[src/hdl/block_transfer_address_sequencer_top_macros.svh]
// Assertion macros for the block transfer address sequencer.
// Used by the RTL module btas_back to check its own control logic.
`ifndef BLOCK_TRANSFER_ADDRESS_SEQUENCER_TOP_MACROS_SVH
`define BLOCK_TRANSFER_ADDRESS_SEQUENCER_TOP_MACROS_SVH

// Same-cycle implication, disabled during reset.
`define BTAS_ASSERT_IMP(label, clk, rst_n, ante, cons) \
    label: assert property (@(posedge clk) disable iff (!rst_n) (ante) |-> (cons)) \
        else $error("btas: same-cycle check failed");

// Next-cycle implication, disabled during reset.
`define BTAS_ASSERT_NXT(label, clk, rst_n, ante, cons) \
    label: assert property (@(posedge clk) disable iff (!rst_n) (ante) |=> (cons)) \
        else $error("btas: next-cycle check failed");

`endif

[src/hdl/btas_pkg.sv]
// Shared types and constants of the block transfer address sequencer.
// No dependencies.
`timescale 1ns / 1ps
`default_nettype none
package btas_pkg;

    localparam int unsigned AddrW    = 32;
    localparam int unsigned NumRegs  = 16;
    localparam int unsigned RegIdxW  = 4;
    localparam int unsigned CntW     = 5;
    localparam int unsigned QDepth   = 2;
    localparam int unsigned QPtrW    = 1;
    localparam int unsigned QCntW    = 2;

    localparam logic [AddrW-1:0] WordBytes = 32'd4;
    localparam logic [AddrW-1:0] PcAhead   = 32'd12;

    localparam logic FuncStore = 1'b0;
    localparam logic FuncLoad  = 1'b1;

    // One classified instruction, ready for the sequencer.
    typedef struct packed {
        logic               func;
        logic [NumRegs-1:0] mask;
        logic [AddrW-1:0]   lowest;
        logic [AddrW-1:0]   pc_value;
        logic [AddrW-1:0]   new_base;
        logic               base_we;
    } t_cmd;

    // One result item.
    typedef struct packed {
        logic               transfer_valid;
        logic [AddrW-1:0]   address;
        logic [RegIdxW-1:0] register_index;
        logic               is_load;
        logic [AddrW-1:0]   pc_store_value;
        logic [AddrW-1:0]   new_base_value;
        logic               base_write_enable;
        logic               last;
    } t_result;

    // Count set bits: nibble counts first, then a short sum.
    function automatic logic [CntW-1:0] popcount16(input logic [NumRegs-1:0] v);
        logic [2:0] nib [4];
        logic [CntW-1:0] sum;
        for (int i = 0; i < 4; i++) begin
            nib[i] = 3'(v[4*i]) + 3'(v[4*i+1]) + 3'(v[4*i+2]) + 3'(v[4*i+3]);
        end
        sum = (CntW'(nib[0]) + CntW'(nib[1])) + (CntW'(nib[2]) + CntW'(nib[3]));
        return sum;
    endfunction

endpackage
`default_nettype wire

[src/hdl/btas_front.sv]
// Front end: accepts an instruction and classifies it into a command.
// Depends on btas_pkg.
`timescale 1ns / 1ps
`default_nettype none
module btas_front (
    input  wire logic                        i_clk,
    input  wire logic                        i_rst_n,
    input  wire logic                        i_valid,
    output logic                             o_stall,
    input  wire logic                        i_func,
    input  wire logic [15:0]                 i_register_mask,
    input  wire logic [3:0]                  i_base_register,
    input  wire logic [31:0]                 i_base_value,
    input  wire logic                        i_pre_index,
    input  wire logic                        i_up,
    input  wire logic                        i_write_back,
    input  wire logic [31:0]                 i_instruction_address,
    output logic                             o_cmd_valid,
    output btas_pkg::t_cmd                   o_cmd,
    input  wire logic                        i_cmd_ready
);
    import btas_pkg::*;

    logic       r_valid;
    t_cmd       r_cmd;
    t_cmd       n_cmd;
    logic       accept;
    logic [CntW-1:0]  cnt;
    logic [AddrW-1:0] span;

    assign o_stall = r_valid & ~i_cmd_ready;
    assign accept  = i_valid & ~o_stall;

    always_comb begin
        cnt  = popcount16(i_register_mask);
        span = {{(AddrW-CntW-2){1'b0}}, cnt, 2'b00};
        n_cmd.func     = i_func;
        n_cmd.mask     = i_register_mask;
        n_cmd.pc_value = i_instruction_address + PcAhead;
        if (i_up) begin
            n_cmd.new_base = i_base_value + span;
            n_cmd.lowest   = i_pre_index ? i_base_value + WordBytes : i_base_value;
        end else begin
            n_cmd.new_base = i_base_value - span;
            n_cmd.lowest   = i_pre_index ? i_base_value - span
                                         : i_base_value - span + WordBytes;
        end
        // Drop writeback for a load that reloads the base.
        n_cmd.base_we = i_write_back
                      & ~((i_func == FuncLoad) & i_register_mask[i_base_register]);
    end

    always_ff @(posedge i_clk) begin
        if (!i_rst_n) begin
            r_valid <= 1'b0;
        end else if (accept) begin
            r_valid <= 1'b1;
        end else if (i_cmd_ready) begin
            r_valid <= 1'b0;
        end
        if (accept) begin
            r_cmd <= n_cmd;
        end
    end

    assign o_cmd_valid = r_valid;
    assign o_cmd       = r_cmd;

endmodule
`default_nettype wire

[src/hdl/btas_queue.sv]
// Short command queue between front end and sequencer.
// Depends on btas_pkg.
`timescale 1ns / 1ps
`default_nettype none
module btas_queue (
    input  wire logic            i_clk,
    input  wire logic            i_rst_n,
    input  wire logic            i_wr_valid,
    input  wire btas_pkg::t_cmd  i_wr_cmd,
    output logic                 o_wr_ready,
    output logic                 o_rd_valid,
    output btas_pkg::t_cmd       o_rd_cmd,
    input  wire logic            i_rd_pop
);
    import btas_pkg::*;

    t_cmd             r_mem [QDepth];
    logic [QPtrW-1:0] r_wr_ptr;
    logic [QPtrW-1:0] r_rd_ptr;
    logic [QCntW-1:0] r_count;
    logic             wr;
    logic             rd;

    assign o_wr_ready = (r_count != QCntW'(QDepth));
    assign o_rd_valid = (r_count != '0);
    assign wr = i_wr_valid & o_wr_ready;
    assign rd = i_rd_pop & o_rd_valid;
    assign o_rd_cmd = r_mem[r_rd_ptr];

    always_ff @(posedge i_clk) begin
        if (!i_rst_n) begin
            r_wr_ptr <= '0;
            r_rd_ptr <= '0;
            r_count  <= '0;
        end else begin
            if (wr) r_wr_ptr <= r_wr_ptr + 1'b1;
            if (rd) r_rd_ptr <= r_rd_ptr + 1'b1;
            case ({wr, rd})
                2'b10:   r_count <= r_count + 1'b1;
                2'b01:   r_count <= r_count - 1'b1;
                default: r_count <= r_count;
            endcase
        end
        if (wr) begin
            r_mem[r_wr_ptr] <= i_wr_cmd;
        end
    end

endmodule
`default_nettype wire

[src/hdl/btas_back.sv]
// Back end: walks the register mask of one command, one transfer a cycle while not stalled.
// Depends on btas_pkg and the assertion macro header.
`timescale 1ns / 1ps
`default_nettype none
`include "block_transfer_address_sequencer_top_macros.svh"
module btas_back (
    input  wire logic            i_clk,
    input  wire logic            i_rst_n,
    input  wire logic            i_cmd_valid,
    input  wire btas_pkg::t_cmd  i_cmd,
    output logic                 o_pop,
    output logic                 o_valid,
    output btas_pkg::t_result    o_result,
    input  wire logic            i_stall
);
    import btas_pkg::*;

    logic               r_busy;
    t_cmd               r_cmd;
    logic [AddrW-1:0]   r_addr;
    logic               r_out_valid;
    t_result            r_out;
    logic               out_free;
    logic               step;
    logic [RegIdxW-1:0] idx;
    logic [NumRegs-1:0] remain;
    logic               fin;
    t_result            n_out;

    assign out_free = ~r_out_valid | ~i_stall;
    assign step     = r_busy & out_free;
    assign o_pop    = ~r_busy & i_cmd_valid;

    always_comb begin
        idx = '0;
        for (int i = NumRegs - 1; i >= 0; i--) begin
            if (r_cmd.mask[i]) idx = RegIdxW'(i);
        end
        remain = r_cmd.mask & (r_cmd.mask - 1'b1);
        fin    = (remain == '0);
        n_out.transfer_valid    = (r_cmd.mask != '0);
        n_out.address           = n_out.transfer_valid ? r_addr : '0;
        n_out.register_index    = idx;
        n_out.is_load           = r_cmd.func;
        n_out.pc_store_value    = r_cmd.pc_value;
        n_out.new_base_value    = fin ? r_cmd.new_base : '0;
        n_out.base_write_enable = fin ? r_cmd.base_we : 1'b0;
        n_out.last              = fin;
    end

    always_ff @(posedge i_clk) begin
        if (!i_rst_n) begin
            r_busy      <= 1'b0;
            r_out_valid <= 1'b0;
        end else begin
            if (o_pop) begin
                r_busy <= 1'b1;
            end else if (step && fin) begin
                r_busy <= 1'b0;
            end
            if (step) begin
                r_out_valid <= 1'b1;
            end else if (!i_stall) begin
                r_out_valid <= 1'b0;
            end
        end
        if (o_pop) begin
            r_cmd  <= i_cmd;
            r_addr <= i_cmd.lowest;
        end else if (step) begin
            r_cmd.mask <= remain;
            r_addr     <= r_addr + WordBytes;
        end
        if (step) begin
            r_out <= n_out;
        end
    end

    assign o_valid  = r_out_valid;
    assign o_result = r_out;

    `BTAS_ASSERT_IMP(a_empty_is_last, i_clk, i_rst_n, r_out_valid && !r_out.transfer_valid, r_out.last)
    `BTAS_ASSERT_IMP(a_more_pending, i_clk, i_rst_n, r_out_valid && !r_out.last, r_busy)
    `BTAS_ASSERT_NXT(a_last_frees, i_clk, i_rst_n, step && fin, !r_busy || $past(o_pop))

endmodule
`default_nettype wire

[src/hdl/block_transfer_address_sequencer_top.sv]
// An instruction's first transfer passes the front register, the queue, the sequencer's
// command register and the output register; an empty mask still gives one marker result.
// Throughput: one transfer per cycle while the receiver does not stall; the sequencer
// takes a new instruction only after the last transfer of the one before it.
// Reset: synchronous, active low; clears the front, queue and sequencer control.
// Depends on btas_pkg, btas_front, btas_queue and btas_back.
`timescale 1ns / 1ps
`default_nettype none
module block_transfer_address_sequencer_top (
    input  wire logic        i_clk,
    input  wire logic        i_rst_n,
    // Input channel: one block load/store instruction per transfer
    input  wire logic        i_valid,
    output logic             o_stall,
    input  wire logic        i_func,
    input  wire logic [15:0] i_register_mask,
    input  wire logic [3:0]  i_base_register,
    input  wire logic [31:0] i_base_value,
    input  wire logic        i_pre_index,
    input  wire logic        i_up,
    input  wire logic        i_write_back,
    input  wire logic [31:0] i_instruction_address,
    // Output channel: one memory access per transfer, or a marker for an empty mask
    output logic             o_valid,
    input  wire logic        i_stall,
    output logic             o_transfer_valid,
    output logic [31:0]      o_address,
    output logic [3:0]       o_register_index,
    output logic             o_is_load,
    output logic [31:0]      o_pc_store_value,
    output logic [31:0]      o_new_base_value,
    output logic             o_base_write_enable,
    output logic             o_last
);
    import btas_pkg::*;

    // Front to queue
    logic    front_valid;
    t_cmd    front_cmd;
    logic    q_wr_ready;
    // Queue to sequencer
    logic    q_rd_valid;
    t_cmd    q_rd_cmd;
    logic    back_pop;
    // Sequencer output register
    t_result result;

    // Classify the instruction: count, lowest address, new base, writeback.
    btas_front u_front (
        .i_clk                 (i_clk),
        .i_rst_n               (i_rst_n),
        .i_valid               (i_valid),
        .o_stall               (o_stall),
        .i_func                (i_func),
        .i_register_mask       (i_register_mask),
        .i_base_register       (i_base_register),
        .i_base_value          (i_base_value),
        .i_pre_index           (i_pre_index),
        .i_up                  (i_up),
        .i_write_back          (i_write_back),
        .i_instruction_address (i_instruction_address),
        .o_cmd_valid           (front_valid),
        .o_cmd                 (front_cmd),
        .i_cmd_ready           (q_wr_ready)
    );

    // Hold classified commands so the front keeps accepting while the walk runs.
    btas_queue u_queue (
        .i_clk      (i_clk),
        .i_rst_n    (i_rst_n),
        .i_wr_valid (front_valid),
        .i_wr_cmd   (front_cmd),
        .o_wr_ready (q_wr_ready),
        .o_rd_valid (q_rd_valid),
        .o_rd_cmd   (q_rd_cmd),
        .i_rd_pop   (back_pop)
    );

    // Walk the mask lowest register first, advancing the address by a word.
    btas_back u_back (
        .i_clk       (i_clk),
        .i_rst_n     (i_rst_n),
        .i_cmd_valid (q_rd_valid),
        .i_cmd       (q_rd_cmd),
        .o_pop       (back_pop),
        .o_valid     (o_valid),
        .o_result    (result),
        .i_stall     (i_stall)
    );

    assign o_transfer_valid    = result.transfer_valid;
    assign o_address           = result.address;
    assign o_register_index    = result.register_index;
    assign o_is_load           = result.is_load;
    assign o_pc_store_value    = result.pc_store_value;
    assign o_new_base_value    = result.new_base_value;
    assign o_base_write_enable = result.base_write_enable;
    assign o_last              = result.last;

endmodule
`default_nettype wire

[config.mk]
export PLATFORM = sky130hd
export DESIGN_NAME = block_transfer_address_sequencer_top
export DESIGN_NICKNAME = d
export VERILOG_FILES = /design/src/hdl/btas_pkg.sv /design/src/hdl/btas_front.sv /design/src/hdl/btas_queue.sv /design/src/hdl/btas_back.sv /design/src/hdl/block_transfer_address_sequencer_top.sv
export VERILOG_INCLUDE_DIRS = /design/src /design/src/hdl
export SDC_FILE = /design/constraint.sdc
export NUM_CORES = 1
export LEC_CHECK = 0
export BUFFER_PORTS_ARGS = -buffer_cell sky130_fd_sc_hd__buf_4
export CAP_MARGIN = 30
export CORE_ASPECT_RATIO = 1.1
export CORE_MARGIN = 2
export CORE_UTILIZATION = 55
export CTS_CLUSTER_SIZE = 16
export DETAILED_ROUTE_END_ITERATION = 12
export HOLD_SLACK_MARGIN = 0.02
export PLACE_DENSITY = 0.84
export SETUP_SLACK_MARGIN = 0.02
export SYNTH_ARGS = -nofsm -noshare
export SYNTH_HDL_FRONTEND = slang
export SYNTH_SLANG_ARGS = --single-unit
[constraint.sdc]
create_clock -name i_clk -period 30.1 [get_ports i_clk]
set_input_delay 3.01 -clock i_clk [delete_from_list [all_inputs] [get_ports i_clk]]
set_output_delay 3.01 -clock i_clk [all_outputs]
set_load 0.02 [all_outputs]
==> metrics.md <==
| Metric | Value |
|---|---|
| Status | `completed` |
| Post-route setup TNS | `0 ns` |
| Cell variety after synth | `73` |
| Wire per inst | `20.3 um` |
| Clock Skews | `0.0254 ns` |
| Main combinational cell family by area after synthesis | `simple AND/OR/NAND/NOR gates` |
| Syn Nets | `1810` |
| CP Capture Type | `flop` |
| Final Max Tran Viols | `0` |
| Post-synth EDFFs | `554` |
| Mean Syn Cell Area | `14.6 sq um` |
| Peak VDD IR | `58.3 uV` |
| CTS sink cnt | `562` |
| Share of the yosys chip area belonging to registers | `68.9%` |
| Total CTS buffers | `54` |
| Initial antenna violation count | `0` |
| Worst setup SP type | `input port` |
| Via density | `5.70` |
| Post-Syn Area | `0.0244 sq mm` |
| Simple-gate area share of the yosys netlist | `10.5%` |
| First-pass detailed-route iteration total | `7` |
| Commonest non-fill, non-tap cell in the layout | `edfxtp_1` |
| Post-synthesis cell count | `1675` |
| Cell Int Power | `1.81 mW` |
| Clock power share | `25.9%` |
| Fraction of registers with async set/reset | `0%` |
| Rows | `80` |
| Post-Synth XOR/XNOR Area | `5.32%` |
| Max clock buf depth | `3` |
| Synth Area in Compound Gates | `5.80%` |
| # resized after CTS | `0` |
| Ys Warns | `0` |
| GP Congestion | `0.893` |
| Gr usage total | `22.1%` |
| Die area | `0.0460 sq mm` |
| Final WL | `50.5 mm` |
| Seq pwr share | `47.0%` |
| Sw frac | `31.1%` |
| Setup violations, final | `0` |
| Top_reg_cell synth | `edfxtp_1` |
| Final Cycle Share | `29.5%` |
| Starting DRT DRC Count | `773` |
| Portion of netlist area occupied by mux cells | `5.01%` |
| Min-delay worst type | `flop to flop` |
| Starting density of the core | `56.0%` |
| Clock slew at reported path FFs | `0.06 ns` |
| Port bufs | `197` |
| # IOs | `198` |
| RSZ-0062 raised after global routing | `no` |
| Max transition margin | `40.9%` |
| Crit path DAT | `9.22 ns` |
| Setup CP Type | `input port to flop` |
| Gate power share | `27.1%` |
| DRT antenna net count | `0` |
| P_sw | `818 uW` |
| DR DRC count | `0` |
| Max cap viols | `0` |
| Worst EP required | `30.43 ns` |
| Hpwl dp | `34.4 mm` |
| Worst-path fanout max | `8` |
| Final net count | `2003` |
| CTS root buffer | `clkbuf_16` |
| Die Ht | `225 um` |
| Global-route wire length before repair | `77.7 mm` |
| Synth Area in Adders | `2.61%` |
| Minimum clock period | `8.88 ns` |
| Static Leak | `9.93 nW` |
| H-tree depth | `2` |
| Die Wd | `205 um` |
| Crit path largest cell delay | `0.73 ns` |
| Vias in the first global route | `13900` |
| ANT cells | `0` |
| Final Hold Fails | `0` |
| P&R area growth vs syn | `16.3%` |
| Worst Tran Pin Value | `0.884 ns` |
| Core Box Area | `0.0435 sq mm` |
| PwrDens | `92.7 mW/mm^2` |
| Most frequent cells in the layout | `edfxtp_1, buf_4, nand2_1` |
| Hold buffer count at cts | `0` |
| Worst hold slack | `0.418 ns` |
| Total gr overflow | `0` |
| Via count | `14200` |
| CTS tree | `built` |
| Max Clk Rate | `0.113 GHz` |
| Share of layout cells above drive strength 1 | `20.8%` |
| Setup Buffers After CTS | `0` |
| Cells along the critical path | `buf_4 -> ha_1 -> inv_1 -> fa_1 -> inv_1 -> ha_1 -> fa_1 -> fa_1 -> a21o_1 -> a21o_1 -> ha_1 -> nor2_1 -> o311a_1 -> or4_1 -> a222oi_1 -> nand3_2 -> or4_1 -> or4_1 -> a31o_1 -> xnor2_1` |
| Synth Register Bits | `562` |
| Clk_lat worst skew | `0.60 ns` |
| Layout fillers | `3054` |
| Largest net degree at the start of global routing | `107` |
| Slowest cell on crit path | `or4_1` |
-- cell type report --
class                           count  area, sq um  area share [%]
Clock inverter                     40          415            1.47
Sequential cell                   562        16800            59.3
Multi-Input combinational cell    993         7170            25.3
Clock buffer                       61         1400            4.94
Tap cell                          574          718            2.53
Inverter                           42          159           0.561
Timing Repair Buffer              215         1680            5.92
-- Yosys cell counts (all sizes together) (3+ instances only) --
| library cell | n | share of area (%) |
|---|---|---|
| edfxtp | 554 | 68 |
| nand2 | 88 | 1.4 |
| nor2 | 79 | 1.3 |
| xnor2 | 78 | 2.8 |
| and2 | 73 | 1.9 |
| xor2 | 70 | 2.5 |
| mux2 | 68 | 3.1 |
| clkbuf | 66 | 1.0 |
| o21ai | 52 | 1.1 |
| a21oi | 50 | 1.0 |
| nand3 | 50 | 1.0 |
| inv | 42 | 0.65 |
| nor3 | 38 | 0.78 |
| ha | 34 | 1.7 |
| nor2b | 33 | 0.85 |
| mux2i | 32 | 1.3 |
| nand4 | 30 | 0.80 |
| a211oi | 27 | 0.83 |
| nor4 | 20 | 0.57 |
| a21o | 17 | 0.52 |
| and3 | 17 | 0.44 |
| o31ai | 16 | 0.49 |
| buf | 12 | 0.23 |
| or4 | 11 | 0.36 |
| or3 | 10 | 0.26 |
| fa | 9 | 0.74 |
| dfxtp | 8 | 0.66 |
| nand2b | 8 | 0.21 |
| mux4 | 6 | 0.55 |
| o211ai | 6 | 0.18 |
| o21a | 5 | 0.15 |
| o22ai | 5 | 0.13 |
| or2 | 5 | 0.13 |
| and4 | 4 | 0.14 |
| o21bai | 4 | 0.12 |
| a211o | 3 | 0.11 |
| a21boi | 3 | 0.092 |
| a31oi | 3 | 0.077 |
| maj3 | 3 | 0.12 |
| nand3b | 3 | 0.092 |
| nor3b | 3 | 0.092 |
| o2bb2ai | 3 | 0.11 |
| o311a | 3 | 0.12 |
-- registers in the layout, indices dropped and copies added (netlist names), named ones only --
signal               cells
u_queue.r_wr_ptr         1
u_back.o_valid           1
u_queue.r_mem          224
u_back.n_out            33
u_back.r_addr           32
u_queue.r_rd_ptr         1
u_back.o_result        104
u_front.o_cmd          112
u_queue.r_count          2
u_back.r_busy            1
u_back.r_cmd            49
u_front.o_cmd_valid      1
-- power by group through the flow --
stage / registers, mW / logic, mW / clock network, mW
after floorplan: 1.28 / 0.444 / 0
after global placement: 1.25 / 0.671 / 0
after detailed placement: 1.25 / 0.711 / 0
after CTS: 1.24 / 0.717 / 0.697
after global routing: 1.26 / 0.778 / 0.727
final: 1.23 / 0.711 / 0.681
-- worst max-delay path, delay by kind of cell --
kind | cells | cell delay, ns
buf+inv | 3 | 0.21
compound gates | 5 | 1.42
fa+ha+maj | 6 | 2.33
simple gates | 5 | 2.11
xor+xnor | 1 | 0.12
-- per-layer routing --
layer	share of wire (%)	wire length [um]	track usage, %
met4	2.4	1230	7.22
met2	51	25600	37.2
met3	5.7	2880	3.77
met5	0	0	0
met1	41	20800	29.2
-- final timing paths --
| kind | from | to | slack [ns] | cells past startpoint |
|---|---|---|---|---|
| max | i_register_mask[12] | u_front.o_cmd[90] | 21.22 | 20 |
| min | u_back.n_out[65] | u_back.o_result[65] | 0.42 | 0 |
| max reg2reg | u_back.r_cmd[97] | u_back.o_result[24] | 26.09 | 9 |
| min reg2reg | u_back.n_out[65] | u_back.o_result[65] | 0.42 | 0 |
-- per-stage QoR --
step           area [sq um]  util (%)  power [mW]  instances  setup WS, ns
2_1_floorplan         24400         -        1.73       1675         17.62
3_3_place_gp          26500      60.8        1.92       2383         20.74
3_5_place_dp          26500      60.9        1.96       2386         20.64
4_1_cts               28300      65.1        2.65       2487         21.27
5_1_grt               28300      65.1        2.76       2487         20.89
6_report              28300      65.1        2.63       2487         21.22
-- cells by family after synthesis --
family,Yosys count
simple gates,476
compound gates,217
xor+xnor,148
mux,106
fa+ha+maj,46
buf+inv,120
flops,562
(Power assumes the default switching activity.)
